===== config.mk =====
export PLATFORM = sky130hd
export DESIGN_NAME = quadrature_detent_decoder_flat
export DESIGN_NICKNAME = d
export VERILOG_FILES = /design/src/rtl/qdd_pkg.sv /design/src/rtl/qdd_if.sv /design/src/rtl/qdd_step.sv /design/src/rtl/quadrature_detent_decoder.sv /design/src/flat_wrapper.sv
export SDC_FILE = /design/constraint.sdc
export NUM_CORES = 1
export LEC_CHECK = 0
export BUFFER_PORTS_ARGS = -buffer_cell sky130_fd_sc_hd__buf_2
export CAP_MARGIN = 20
export CORE_MARGIN = 1.5
export CORE_UTILIZATION = 57
export CTS_BUF_LIST = sky130_fd_sc_hd__clkbuf_16
export DETAILED_ROUTE_END_ITERATION = 8
export MAX_ROUTING_LAYER = met4
export PLACE_DENSITY = 0.74
export SYNTH_ARGS = -nofsm -noshare
export SYNTH_HDL_FRONTEND = slang
export SYNTH_SLANG_ARGS = --single-unit

===== constraint.sdc =====
create_clock -name clk -period 5.9 [get_ports clk]
set_input_delay 1.475 -clock clk [delete_from_list [all_inputs] [get_ports clk]]
set_output_delay 1.475 -clock clk [all_outputs]
set_load 0.1 [all_outputs]

===== src/rtl/qdd_pkg.sv =====
// ----------------------------------------------------------------------------
// qdd_pkg
// Shared types, register indexes and the transition step table of the
// quadrature detent decoder.
// ----------------------------------------------------------------------------
package qdd_pkg;

	// configuration register indexes
	localparam logic [0:0] CFG_INVERT_DIRECTION   = 1'd0;
	localparam logic [0:0] CFG_COARSE_GRANULARITY = 1'd1;

	localparam int CFG_INDEX_W = 1;
	localparam int CFG_DATA_W  = 1;

	// pin codes of interest
	localparam logic [1:0] PIN_CODE_ZERO  = 2'd0;
	localparam logic [1:0] PIN_CODE_THREE = 2'd3;

	// detent thresholds in the widened count domain
	localparam logic signed [4:0] FINE_STEPS   = 5'sd2;
	localparam logic signed [4:0] COARSE_STEPS = 5'sd4;

	typedef struct packed {
		logic invert_direction;
		logic coarse_granularity;
	} cfg_t;

	typedef struct packed {
		logic [1:0]        prev_pins;
		logic signed [3:0] partial_steps;
		logic              awaiting_detent;
		logic [31:0]       position_count;
		logic [31:0]       last_change_ms;
		logic [31:0]       elapsed_acc;
	} state_t;

	// signed step for a move from the previous to the current pin code
	function automatic logic signed [2:0] step_lookup(input logic [1:0] prev,
			input logic [1:0] cur);
		logic signed [2:0] s;
		case ({prev, cur})
			4'b00_00: s = 3'sd0;
			4'b00_01: s = 3'sd1;
			4'b00_10: s = -3'sd1;
			4'b00_11: s = 3'sd2;
			4'b01_00: s = -3'sd1;
			4'b01_01: s = 3'sd0;
			4'b01_10: s = 3'sd0;
			4'b01_11: s = 3'sd1;
			4'b10_00: s = 3'sd1;
			4'b10_01: s = 3'sd0;
			4'b10_10: s = 3'sd0;
			4'b10_11: s = -3'sd1;
			4'b11_00: s = -3'sd2;
			4'b11_01: s = -3'sd1;
			4'b11_10: s = 3'sd1;
			default:  s = 3'sd0;
		endcase
		return s;
	endfunction

endpackage


===== src/rtl/qdd_if.sv =====
// ----------------------------------------------------------------------------
// qdd_if
// Valid/ready channels of the quadrature detent decoder: pin samples in,
// position reports out.
// ----------------------------------------------------------------------------
interface qdd_sample_if;
	logic        valid;
	logic        ready;
	logic [1:0]  pin_levels;
	logic        enter_held;
	logic [31:0] now_ms;

	modport source (output valid, output pin_levels, output enter_held, output now_ms,
		input ready);
	modport sink (input valid, input pin_levels, input enter_held, input now_ms,
		output ready);
endinterface

interface qdd_result_if;
	logic               valid;
	logic               ready;
	logic signed [31:0] position;
	logic [31:0]        elapsed_sum_ms;
	logic               moved;

	modport source (output valid, output position, output elapsed_sum_ms, output moved,
		input ready);
	modport sink (input valid, input position, input elapsed_sum_ms, input moved,
		output ready);
endinterface


===== src/rtl/qdd_step.sv =====
// ----------------------------------------------------------------------------
// qdd_step
// Next-state logic for one pin sample: detent sync, table step, partial
// count, position update and elapsed time accumulation.
// ----------------------------------------------------------------------------
module qdd_step (
	input  qdd_pkg::cfg_t   cfg,
	input  qdd_pkg::state_t cur,
	input  logic [1:0]      pin_levels,
	input  logic            enter_held,
	input  logic [31:0]     now_ms,
	output qdd_pkg::state_t nxt,
	output logic            moved
);

	logic signed [2:0] step_raw;
	logic signed [2:0] step;
	logic signed [4:0] thresh;
	logic signed [4:0] count;
	logic              is_detent;

	assign step_raw  = qdd_pkg::step_lookup(cur.prev_pins, pin_levels);
	assign step      = cfg.invert_direction ? -step_raw : step_raw;
	assign thresh    = cfg.coarse_granularity ? qdd_pkg::COARSE_STEPS : qdd_pkg::FINE_STEPS;
	assign is_detent = (pin_levels == qdd_pkg::PIN_CODE_THREE) ||
		(!cfg.coarse_granularity && (pin_levels == qdd_pkg::PIN_CODE_ZERO));

	// sample update
	always_comb begin
		nxt   = cur;
		moved = 1'b0;
		count = 5'(cur.partial_steps) + 5'(step);
		if (pin_levels != cur.prev_pins) begin
			if (cur.awaiting_detent) begin
				// wait for a rest position before counting
				if (is_detent) begin
					nxt.prev_pins       = pin_levels;
					nxt.awaiting_detent = 1'b0;
				end
			end else begin
				if (count >= thresh) begin
					if (!enter_held) begin
						nxt.position_count = cur.position_count + 32'd1;
						moved              = 1'b1;
					end
					count = count - thresh;
				end else if (count <= -thresh) begin
					if (!enter_held) begin
						nxt.position_count = cur.position_count - 32'd1;
						moved              = 1'b1;
					end
					count = count + thresh;
				end
				nxt.partial_steps = count[3:0];
				nxt.prev_pins     = pin_levels;
				// time since the previous position change
				if (moved) begin
					nxt.elapsed_acc    = cur.elapsed_acc + (now_ms - cur.last_change_ms);
					nxt.last_change_ms = now_ms;
				end
			end
		end
	end

endmodule


===== src/rtl/quadrature_detent_decoder.sv =====
// ----------------------------------------------------------------------------
// quadrature_detent_decoder
// Turns polled encoder pin samples into a detent position and an
// accumulated time between position changes.
// ----------------------------------------------------------------------------
// Every request on the sample channel yields exactly one result carrying the
// position, the elapsed-time sum and a moved flag. A request is registered on
// acceptance and handled, once the result register is free or being read, by a
// single pass of table lookup, 5-bit count compare and two 32-bit adders, writing
// the decoder state and the result register together. Throughput is one request
// per clock while results are taken; a stalled result holds in the result
// register while one more request waits in the input register. Configuration
// writes take effect on the next sample and should be made while no request
// is in flight.
// ----------------------------------------------------------------------------
module quadrature_detent_decoder (
	input  logic                               clk,
	input  logic                               arst_n,
	input  logic                               cfg_we,
	input  logic [qdd_pkg::CFG_INDEX_W-1:0]    cfg_index,
	input  logic [qdd_pkg::CFG_DATA_W-1:0]     cfg_data,
	qdd_sample_if.sink                         sample,
	qdd_result_if.source                       result
);

	qdd_pkg::cfg_t   cfg_q;
	qdd_pkg::state_t state_q;
	qdd_pkg::state_t state_nxt;

	logic        valid_s1;
	logic [1:0]  pin_levels_s1;
	logic        enter_held_s1;
	logic [31:0] now_ms_s1;

	logic               valid_s2;
	logic signed [31:0] position_s2;
	logic [31:0]        elapsed_sum_ms_s2;
	logic               moved_s2;

	logic moved_nxt;
	logic advance;

	assign advance      = valid_s1 && (!valid_s2 || result.ready);
	assign sample.ready = !valid_s1 || advance;

	// configuration registers
	always_ff @(posedge clk or negedge arst_n) begin
		if (!arst_n) begin
			cfg_q <= '0;
		end else if (cfg_we) begin
			unique case (cfg_index)
				qdd_pkg::CFG_INVERT_DIRECTION:   cfg_q.invert_direction   <= cfg_data[0];
				qdd_pkg::CFG_COARSE_GRANULARITY: cfg_q.coarse_granularity <= cfg_data[0];
				default: ;
			endcase
		end
	end

	// input register
	always_ff @(posedge clk or negedge arst_n) begin
		if (!arst_n) begin
			valid_s1 <= 1'b0;
		end else if (sample.ready) begin
			valid_s1 <= sample.valid;
		end
	end

	always_ff @(posedge clk) begin
		if (sample.valid && sample.ready) begin
			pin_levels_s1 <= sample.pin_levels;
			enter_held_s1 <= sample.enter_held;
			now_ms_s1     <= sample.now_ms;
		end
	end

	qdd_step u_step (
		.cfg        (cfg_q),
		.cur        (state_q),
		.pin_levels (pin_levels_s1),
		.enter_held (enter_held_s1),
		.now_ms     (now_ms_s1),
		.nxt        (state_nxt),
		.moved      (moved_nxt)
	);

	// decoder state
	always_ff @(posedge clk or negedge arst_n) begin
		if (!arst_n) begin
			state_q <= '{prev_pins: 2'd0, partial_steps: 4'sd0, awaiting_detent: 1'b1,
				position_count: 32'd0, last_change_ms: 32'd0, elapsed_acc: 32'd0};
		end else if (advance) begin
			state_q <= state_nxt;
		end
	end

	// result register
	always_ff @(posedge clk or negedge arst_n) begin
		if (!arst_n) begin
			valid_s2 <= 1'b0;
		end else if (advance) begin
			valid_s2 <= 1'b1;
		end else if (result.ready) begin
			valid_s2 <= 1'b0;
		end
	end

	always_ff @(posedge clk) begin
		if (advance) begin
			position_s2       <= $signed(state_nxt.position_count);
			elapsed_sum_ms_s2 <= state_nxt.elapsed_acc;
			moved_s2          <= moved_nxt;
		end
	end

	assign result.valid          = valid_s2;
	assign result.position       = position_s2;
	assign result.elapsed_sum_ms = elapsed_sum_ms_s2;
	assign result.moved          = moved_s2;

endmodule


===== src/flat_wrapper.sv =====
// flat-port wrapper written by rule: the top's interface ports become plain ports
module quadrature_detent_decoder_flat 
  (clk, arst_n, cfg_we, cfg_index, cfg_data, sample_valid, sample_pin_levels, sample_enter_held, sample_now_ms, sample_ready, result_valid, result_position, result_elapsed_sum_ms, result_moved, result_ready);
  qdd_sample_if sample_i ();
  qdd_result_if result_i ();
  input  logic clk;
  input  logic arst_n;
  input  logic cfg_we;
  input  logic [qdd_pkg::CFG_INDEX_W-1:0] cfg_index;
  input  logic [qdd_pkg::CFG_DATA_W-1:0] cfg_data;
  input wire logic [$bits(sample_i.valid)-1:0] sample_valid;
  input wire logic [$bits(sample_i.pin_levels)-1:0] sample_pin_levels;
  input wire logic [$bits(sample_i.enter_held)-1:0] sample_enter_held;
  input wire logic [$bits(sample_i.now_ms)-1:0] sample_now_ms;
  output wire logic [$bits(sample_i.ready)-1:0] sample_ready;
  output wire logic [$bits(result_i.valid)-1:0] result_valid;
  output wire logic [$bits(result_i.position)-1:0] result_position;
  output wire logic [$bits(result_i.elapsed_sum_ms)-1:0] result_elapsed_sum_ms;
  output wire logic [$bits(result_i.moved)-1:0] result_moved;
  input wire logic [$bits(result_i.ready)-1:0] result_ready;
  assign sample_i.valid = sample_valid;
  assign sample_i.pin_levels = sample_pin_levels;
  assign sample_i.enter_held = sample_enter_held;
  assign sample_i.now_ms = sample_now_ms;
  assign sample_ready = sample_i.ready;
  assign result_valid = result_i.valid;
  assign result_position = result_i.position;
  assign result_elapsed_sum_ms = result_i.elapsed_sum_ms;
  assign result_moved = result_i.moved;
  assign result_i.ready = result_ready;
  quadrature_detent_decoder u_core (.clk(clk), .arst_n(arst_n), .cfg_we(cfg_we), .cfg_index(cfg_index), .cfg_data(cfg_data), .sample(sample_i), .result(result_i));
endmodule

Yosys cells after proc, flatten, opt, wreduce, memory -nomap -nowiden
Memory sizes are Yosys's and may differ from the RTL's.
Index checks and enable logic that the tools add are counted.
{"block": "totals", "ff_bits": 207, "romBits": 48, "out_inout_bits": 67, "wordCells": 74, "mem_count": 1}
{"block": "op_classes", "add_sub_neg": 9, "n_lt_le_gt_ge": 2, "eq_ne": 3, "muxes": 22, "bitwise_logic": 3, "reduce_logical": 18}
{"name": "(name not given)", "words": 16, "width": 3, "read_ports": 1, "rd_clocked_by_memory_dff": 0, "wr": 0, "line": "qdd_pkg.sv:41", "text": "case ({prev, cur})"}
{"op": "$mux 96", "count": 2}
{"op": "$mux 32", "count": 4}
{"op": "$mux 64", "count": 1}
{"op": "$add 32x1->32 const B", "count": 1}
{"op": "$add 32x32->32", "count": 1}
{"op": "$sub 32x1->32 const B", "count": 1}
{"op": "$sub 32x32->32", "count": 1}
{"op": "$mux 1", "count": 9}
{"op": "$mux 4", "count": 2}
{"op": "$mux 3", "count": 2}
{"op": "$reduce_and 2->1", "count": 3}
{"op": "$reduce_and 3->1", "count": 2}
{"op": "$add 4x3->5", "count": 1}
{"op": "$ge 5x4->1", "count": 1}
{"op": "$le 5x5->1", "count": 1}
{"op": "$neg 3->5", "count": 1}
{"op": "$add 4x4->4", "count": 1}
{"op": "$mux 2", "count": 2}
{"op": "$reduce_and 4->1", "count": 1}
{"op": "$sub 4x4->4", "count": 1}
{"op": "$logic_and 1x1->1", "count": 3}
{"op": "$logic_not 1->1", "count": 3}
{"op": "$logic_or 1x1->1", "count": 3}
{"op": "$neg 3->3", "count": 1}
{"op": "other kinds (7)", "count": 9}

Longest topological paths before layout
Gate-level depths: netlist of the first run.
An unclocked memory read counts as a cell.
{"block": "depth", "depth_word": 12, "depth_mapped": 22, "depth_no_buf": 21}

Cells and area by module
From an unflattened synthesis of the first run, not the netlist that was laid out.
{"block": "hier_totals", "hier_cells": 1132, "area_unflattened_um2": 12326.8}
{"module": "quadrature_detent_decoder", "n_inst": 1, "cells_each": 332, "area_per_inst_um2": 7244.4, "seq_area_each_um2": 5681.7}
{"module": "qdd_step", "n_inst": 1, "cells_each": 800, "area_per_inst_um2": 5082.4, "seq_area_each_um2": 0.0}

Worst setup path after synthesis of the first run
Ideal clock, no wire load.
{"block": "synth_path", "kind": "register -> register", "from": "register u_core.pin_levels_s1[1]", "to": "register u_core.elapsed_sum_ms_s2[31], in the netlist u_core.result.elapsed_sum_ms[31] (data pin)", "setup_time_ns": 0.260, "arrival_time_ns": 4.536, "required_time_ns": 5.640, "path_slack_ns": 1.104, "stages_incl_launch_ff": 23, "path_buffers": 1, "period_less_slack_ns": 4.796, "cell_sequence": "edfxtp_1 > inv_1 > ha_1 > xnor2_1 > xnor2_1 > inv_1 > ha_1 > nand2_1 > o21ai_0 > inv_1 > fa_1 > xor2_1 > inv_1 > ha_1 > nor3_1 > or4_1 > nand3_1 > a211o_1 > clkbuf_1 > inv_1 > a31o_2 > nor3_1 > xnor2_1"}
{"item": "start: declaration", "line": "quadrature_detent_decoder.sv:31", "text": "logic [1:0] pin_levels_s1;"}
{"item": "start signal: assignment", "line": "quadrature_detent_decoder.sv:70", "text": "pin_levels_s1 <= sample.pin_levels;"}
{"item": "end signal: assignment", "line": "quadrature_detent_decoder.sv:110", "text": "elapsed_sum_ms_s2 <= state_nxt.elapsed_acc;"}
{"item": "end: declaration", "line": "quadrature_detent_decoder.sv:37", "text": "logic [31:0] elapsed_sum_ms_s2;"}

==> metrics.txt, run 1 <==
Simple-Gate Fraction of Synth Area between 10% and 20%; Fmax 196 MHz; CP required approximately 6.2 ns; top cell type by total area after synthesis edfxtp_1; CP max stage delay roughly 0.50 ns; Detailed Routing Iterations Pass 1 5; Num CTS Buffers 23; first-pass GRT wire length around 40000 um; Setup Buffers After CTS 0; vias per cell roughly 5.4; Die X ~150 um; grt total ovfl 0; RSZ-0062 raised after global routing false; FP Rows 52; Setup TNS 0 ns; worst hold margin between 0.4 and 0.5 ns; gr usage total 23.9%; Filler cells 1675; #FFs+latches synth around 210; Fin. Hold Viols 0; Final Cycle Share between 80 and 90%; sequential element share of the synthesized area between 40% and 50%; H-tree levels 1; clock transition at the registers of the reported paths 0.06 ns; Max Root-Sink Buffers 3; vias in the first global route 8314; largest cells by area after synthesis edfxtp_1 25%, dfrtp_1 22%, nand2_1 5.9%; crit path from u_core.pin_levels_s1[1]$_DFFE_PP_; Worst EP arrival between 5 and 6 ns; top cell type's share of synthesized area approximately a quarter; core area around 20000 um2; final-report setup violation count 0; min Tclk post-route 5.11 ns; CTS hold repair buffers 0; fin area between 10000 and 15000 um2; Resize count post-CTS 0; DIE AREA ~22000 um2; Non-Filler Instances ~1600; post-DP HPWL between 15000 and 20000 um; DRC 0; worst-path maximum fanout 6; Sink Count 207; Setup Skew between 0.02 and 0.025 ns; EDFF count, synth 100; Adder-Cell Fraction of Synth Area a little over a tenth; CP Capture Type flop; Reg area 5680 um2; Synth Area in Compound Gates between 10% and 20%; HP Class reg -> reg; ys async rst share about half; largest family of logic cells by synthesized area simple AND/OR/NAND/NOR gates; area of the multi-input gates ~5400 um2; hold path startpoint u_core.state_q[96]$_DFFE_PN1P_; Syn Inst Count about 1200; fraction of synthesized area in multiplexers less than 1%; initial drt markers about 420; GP Congestion roughly 0.9; Slew @ Worst Pin roughly 1 ns; Layout area overhead 12.8%; worst path cell trace inv_1 > ha_1 > xnor2_1 > xnor2_1 > inv_1 > ha_1 > nand2_1 > o21ai_0 > inv_1 > fa_1 > xor2_1 > inv_1 > ha_1 > nor3_1 > or4_1 > and3_1 > or4_1 > o31ai_1 > nand2_1 > xnor2_1; Initial Util 58.1%; Crit Path Class reg -> reg; initial antenna violation count 0; NumNets Final about 1400; outcome complete, no violations; io pins approximately 110; chip height roughly 150 um; Post-DRT Antenna Nets 0; Max Cap Viol 0; routed via count 8618; clk root buf clkbuf_16; IO buf count ~110; Syn Std Cell Area ~12000 um2; worst reg2reg startpoint u_core.pin_levels_s1[1]$_DFFE_PP_; fraction of layout cells with a size suffix above 1 between 10% and 20%; largest net degree at the start of global routing 70; average wire per standard cell around 15 um; CTS tree yes; Slew HR around a third; placed insts approximately 1500; Critical Path Start Type flop; number of warnings issued by yosys 0; ys flop type dfrtp_1; antenna diode count 0; Syn Nets 1331; dpl cell area around 13000 um2; worst-path cell with the longest stage delay or4_1; Crit path top cell by count inv_1; Final Slew Violations 0; final wirelength 24300 um; Avg Inst Size Synth just under 10 um2; Skew-Pair Late Insertion Delay 0.52 ns; Netlist cell types between 60 and 70; xor and xnor area share after synthesis around 7.6%
## placed cells by master (no fill, tap or decap), types with 10 or more instances in the layout
cell type	n
nor3_1	13
xnor2_1	68
a21o_1	12
and3_1	10
nand4_1	14
inv_1	147
clkbuf_16	23
ha_1	46
buf_2	107
o21ai_0	126
nand2_1	185
dfrtp_1	106
edfxtp_1	100
a21oi_1	47
nand2b_1	10
nand3_1	20
fa_1	34
xor2_1	34
nor2_1	66
## state kept, by name, indices dropped and copies added (netlist names)
name,count
u_core.result.valid,1
u_core.pin_levels_s1,2
u_core.cfg_q,2
u_core.result.moved,1
u_core.result.elapsed_sum_ms,32
u_core.result.position,32
u_core.state_q,103
u_core.now_ms_s1,32
u_core.valid_s1,1
u_core.enter_held_s1,1
## metal layers
layer	global-route usage (%)	share of wire, %	vias up
li1	-	-	4259
met5	-	0	-
met4	7.53	2.9	0
met3	3.11	5.2	47
met1	30.3	42	4078
met2	40.1	50	234
## worst max-delay path: cells and delay by family, from the launching register on
kind            cells  cell delay, ns
fa+ha+maj           4            1.27
compound gates      2            0.40
flops               1            0.49
buf+inv             4            0.43
xor+xnor            4            0.86
simple gates        6            1.41
## synth_stat cells (3+ instances only)
library cell and n:
nand2_1 185, inv_1 145, o21ai_0 126, dfrtp_1 106, edfxtp_1 100, xnor2_1 68, nor2_1 66, a21oi_1 47
clkbuf_1 46, ha_1 46, fa_1 34, xor2_1 34, nand3_1 20, nand4_1 14, nor3_1 13, a21o_1 12
and3_1 10, nand2b_1 10, a31oi_1 9, nor4_1 8, or4_1 7, mux2_2 6, o21bai_1 6, or3_1 6
and2_1 5, nor2b_1 5, o211ai_1 5, o31ai_1 5, o41ai_1 5, a211oi_1 4, a211o_1 3, a31o_2 3
buf_1 3, buf_2 3, mux2i_1 3, nand3b_1 3
## cell type report
| type | instances | area share [%] |
|---|---|---|
| Sequential cell | 207 | 42.7 |
| Multi-Input combinational cell | 803 | 40.3 |
| Timing Repair Buffer | 117 | 4.68 |
| Clock buffer | 23 | 4.33 |
| Inverter | 146 | 4.12 |
| Tap cell | 270 | 2.54 |
| Clock inverter | 19 | 1.29 |
## worst paths after layout
path | end | slack, ns | cells past startpoint
min in group asynchronous | u_core.valid_s1$_DFFE_PN0N_ | 1.11 | 1
worst min register to register | u_core.state_q[96]$_DFFE_PN1P_ | 0.48 | 1
worst max-delay path | u_core.result.position[31]$_DFFE_PP_ | 0.79 | 20
worst max register to register | u_core.result.position[31]$_DFFE_PP_ | 0.79 | 20
max in group asynchronous | u_core.state_q[26]$_DFFE_PN0P_ | 3.72 | 2
worst min-delay path | u_core.state_q[96]$_DFFE_PN1P_ | 0.48 | 1
## kinds of logic (layout without fill, tap and decap cells)
| logic type | Yosys count | after routing |
|---|---|---|
| and+or+nand+nor | 364 | 364 |
| buffers and inverters | 199 | 305 |
| muxes | 9 | 9 |
| DFF | 207 | 207 |
| adders and majority gates | 80 | 80 |
| AOI/OAI and AO/OA | 248 | 248 |
| xor gates and xnor gates | 102 | 102 |
## per-stage QoR
stage	utilization [%]	worst slack, ns
6_report	65.6	0.790
5_1_grt	65.6	0.298
4_1_cts	65.6	0.781
3_5_place_dp	61.9	0.794
3_3_place_gp	61.9	0.916
2_1_floorplan	-	1.10
Power of run 1 is left out: the tool's default activity adds up to more than one toggle a clock period on the data nets, which glitch-free logic cannot reach.
==> inputs of run 2 (changes only) <==
--- a/config.mk
+++ b/config.mk
@@ -5,6 +5,7 @@
 export SDC_FILE = /design/constraint.sdc
 export NUM_CORES = 1
 export LEC_CHECK = 0
+export ABC_AREA = 1
 export BUFFER_PORTS_ARGS = -buffer_cell sky130_fd_sc_hd__buf_2
 export CAP_MARGIN = 20
 export CORE_MARGIN = 1.5
==> metrics.txt, run 2 <==
most frequent cell after synthesis nand2_1; Slew HR between 30% and 40%; routed via count about 11000; worst-path maximum fanout between 40 and 50; crit path buf inv count 7; antenna diode count 0; CTS tree yes; Fmax 201 MHz; Die X ~150 um; Syn Inst Count approximately 1600; worst-path cell with the longest stage delay nand2_4; clock transition at the registers of the reported paths about 0.06 ns; Syn Std Cell Area approximately 13000 um2; vias in the first global route 10300; max FFs per register between 100 and 150; Post-synth top cells 447 x nand2_1, 269 x inv_1, 115 x nor2_1, 109 x nand3_1, 106 x dfrtp_1; dpl cell area ~14000 um2; Final Slew Violations 0; outcome complete, no violations; Resize count post-CTS 0; NumNets Final between 1500 and 2000; CP required about 6.4 ns; register bank with the most flops u_core.state_q; fin area 14300 um2; Filler cells 1928; grt total ovfl 0; first-pass GRT wire length 51200 um; io pins roughly 110; Final Util 65.3%; sequential element share of the synthesized area 44.5%; Final Cycle Share 84.3%; HP Class reg -> reg; CP Capture Type flop; gr usage total 28.0%; initial antenna violation count 0; Skew-Pair Late Insertion Delay around 0.53 ns; final wirelength ~31000 um; Layout area overhead 12.0%; fraction of layout cells with a size suffix above 1 around a tenth; chip height between 150 and 200 um; Setup Buffers After CTS 0; Netlist cell types 44; IO buf count approximately 110; clk root buf clkbuf_16; Fin. Hold Viols 0; Max Root-Sink Buffers 3; Critical Path Start Type flop; Num CTS Buffers 24; CP max stage delay between 0.4 and 0.5 ns; CTS hold repair buffers 0; Detailed Routing Iterations Pass 1 5; final-report setup violation count 0; Max Cap Viol 0; Setup Skew 0.0199 ns; delay-heaviest family, CP simple AND/OR/NAND/NOR gates; Worst EP arrival about 5.4 ns; min Tclk post-route between 4 and 5 ns; most frequent cells in the layout 447 x nand2_1, 275 x inv_1, 115 x nor2_1, 109 x nand3_1, 107 x buf_2; Syn Nets 1725; vias per cell around 5.3; top cell type by total area after synthesis edfxtp_1; average wire per standard cell ~15 um; GP Congestion around 0.93; Post-DRT Antenna Nets 0; final worst slack 0.929 ns; Initial Util between 50% and 60%; Slew @ Worst Pin 0.981 ns; Setup TNS 0 ns; Crit path top cell by count inv_1; Crit Path Class reg -> reg; Avg Inst Size Synth 7.96 um2; ys async rst share around half; largest cells by area after synthesis edfxtp_1 24%, dfrtp_1 21%, nand2_1 13%; H-tree levels 1; #FFs+latches synth between 200 and 250; DP Worst Slack approximately 0.94 ns; core area ~22000 um2; FP Rows 54; DRC 0; initial drt markers 667; ys flop type dfrtp_1; DIE AREA 23300 um2; post-DP HPWL 23000 um; EDFF count, synth 100; Sink Count about 210; commonest non-fill, non-tap cell in the layout nand2_1; top cell type's share of synthesized area 23.5%; largest net degree at the start of global routing 71; number of warnings issued by yosys 0; RSZ-0062 raised after global routing false
## run 2: cell types whose count changed in the layout (fill, tap and decap cells not counted), sizes merged, moves of 10 or more
cell    delta
nor2      +53
nand4     +13
nand3     +91
xnor2     -56
a21oi     +18
nor3      +18
inv      +131
xor2      -21
and3      -10
nand2    +264
nand2b    -10
## run 2: final cells by class
type | instances | area [um2] | area share (%)
clock inverter | 19 | 114 | 0.797
inverter | 275 | 1030 | 7.23
tap | 280 | 350 | 2.45
timing repair buffer | 119 | 638 | 4.46
multi-input combinational | 1083 | 5850 | 40.9
sequential | 207 | 5680 | 39.8
clock buffer | 25 | 626 | 4.38
## run 2: path summary, 6_finish.rpt
path / from / end / slack, ns / cells after the start
worst max-delay path: u_core.pin_levels_s1[1]$_DFFE_PP_ / u_core.state_q[58]$_DFFE_PN0P_ / 0.93 / 25
worst min-delay path: u_core.state_q[96]$_DFFE_PN1P_ / u_core.state_q[96]$_DFFE_PN1P_ / 0.46 / 2
worst max register to register: u_core.pin_levels_s1[1]$_DFFE_PP_ / u_core.state_q[58]$_DFFE_PN0P_ / 0.93 / 25
worst min register to register: u_core.state_q[96]$_DFFE_PN1P_ / u_core.state_q[96]$_DFFE_PN1P_ / 0.46 / 2
max in group asynchronous: arst_n / u_core.state_q[56]$_DFFE_PN0P_ / 3.71 / 2
min in group asynchronous: arst_n / u_core.state_q[99]$_DFFE_PN0P_ / 1.12 / 1
## run 2: worst register-to-register path, stage by stage, from the launching register on
cell and delay, ns:
edfxtp_1 0.45, inv_1 0.12, ha_1 0.24, xnor2_1 0.13, xor2_1 0.17, ha_1 0.29
nand2_1 0.04, o21ai_0 0.11, inv_1 0.10, fa_1 0.44, inv_1 0.06, nand2_1 0.05
nand2_1 0.15, inv_1 0.11, ha_1 0.28, inv_1 0.04, a21boi_1 0.16, nand3_2 0.25
nand2_4 0.47, nand2_4 0.15, nand3_4 0.11, nor2_8 0.04, inv_2 0.47, buf_12 0.30
nand2_1 0.08, o21ai_1 0.08
## run 2: through the flow
step	instances	hold WS, ns
final	2008	0.462
after global routing	2008	0.495
after detailed placement	1964	0.458
after floorplan	1603	0.438
after CTS	2008	0.465
after global placement	1964	0.450
## run 2: cell families after synthesis
group | Yosys count | synth area share [%]
AND/OR/NAND/NOR | 757 | 25.1
buffers and inverters | 313 | 9.61
AO/OA/AOI/OAI | 221 | 9.20
flip-flops | 207 | 44.5
adder cells (fa/ha/maj) | 80 | 9.85
XOR/XNOR | 25 | 1.72
## run 2: routing by layer
layer | track usage, % | vias to the layer above | wire (um)
li1 | - | 5359 | -
met1 | 35.0 | 4971 | 13500
met2 | 47.0 | 296 | 15200
met3 | 3.21 | 77 | 1300
met4 | 10.3 | 0 | 1170
met5 | - | - | 0
Power of run 2 is left out for the same reason.
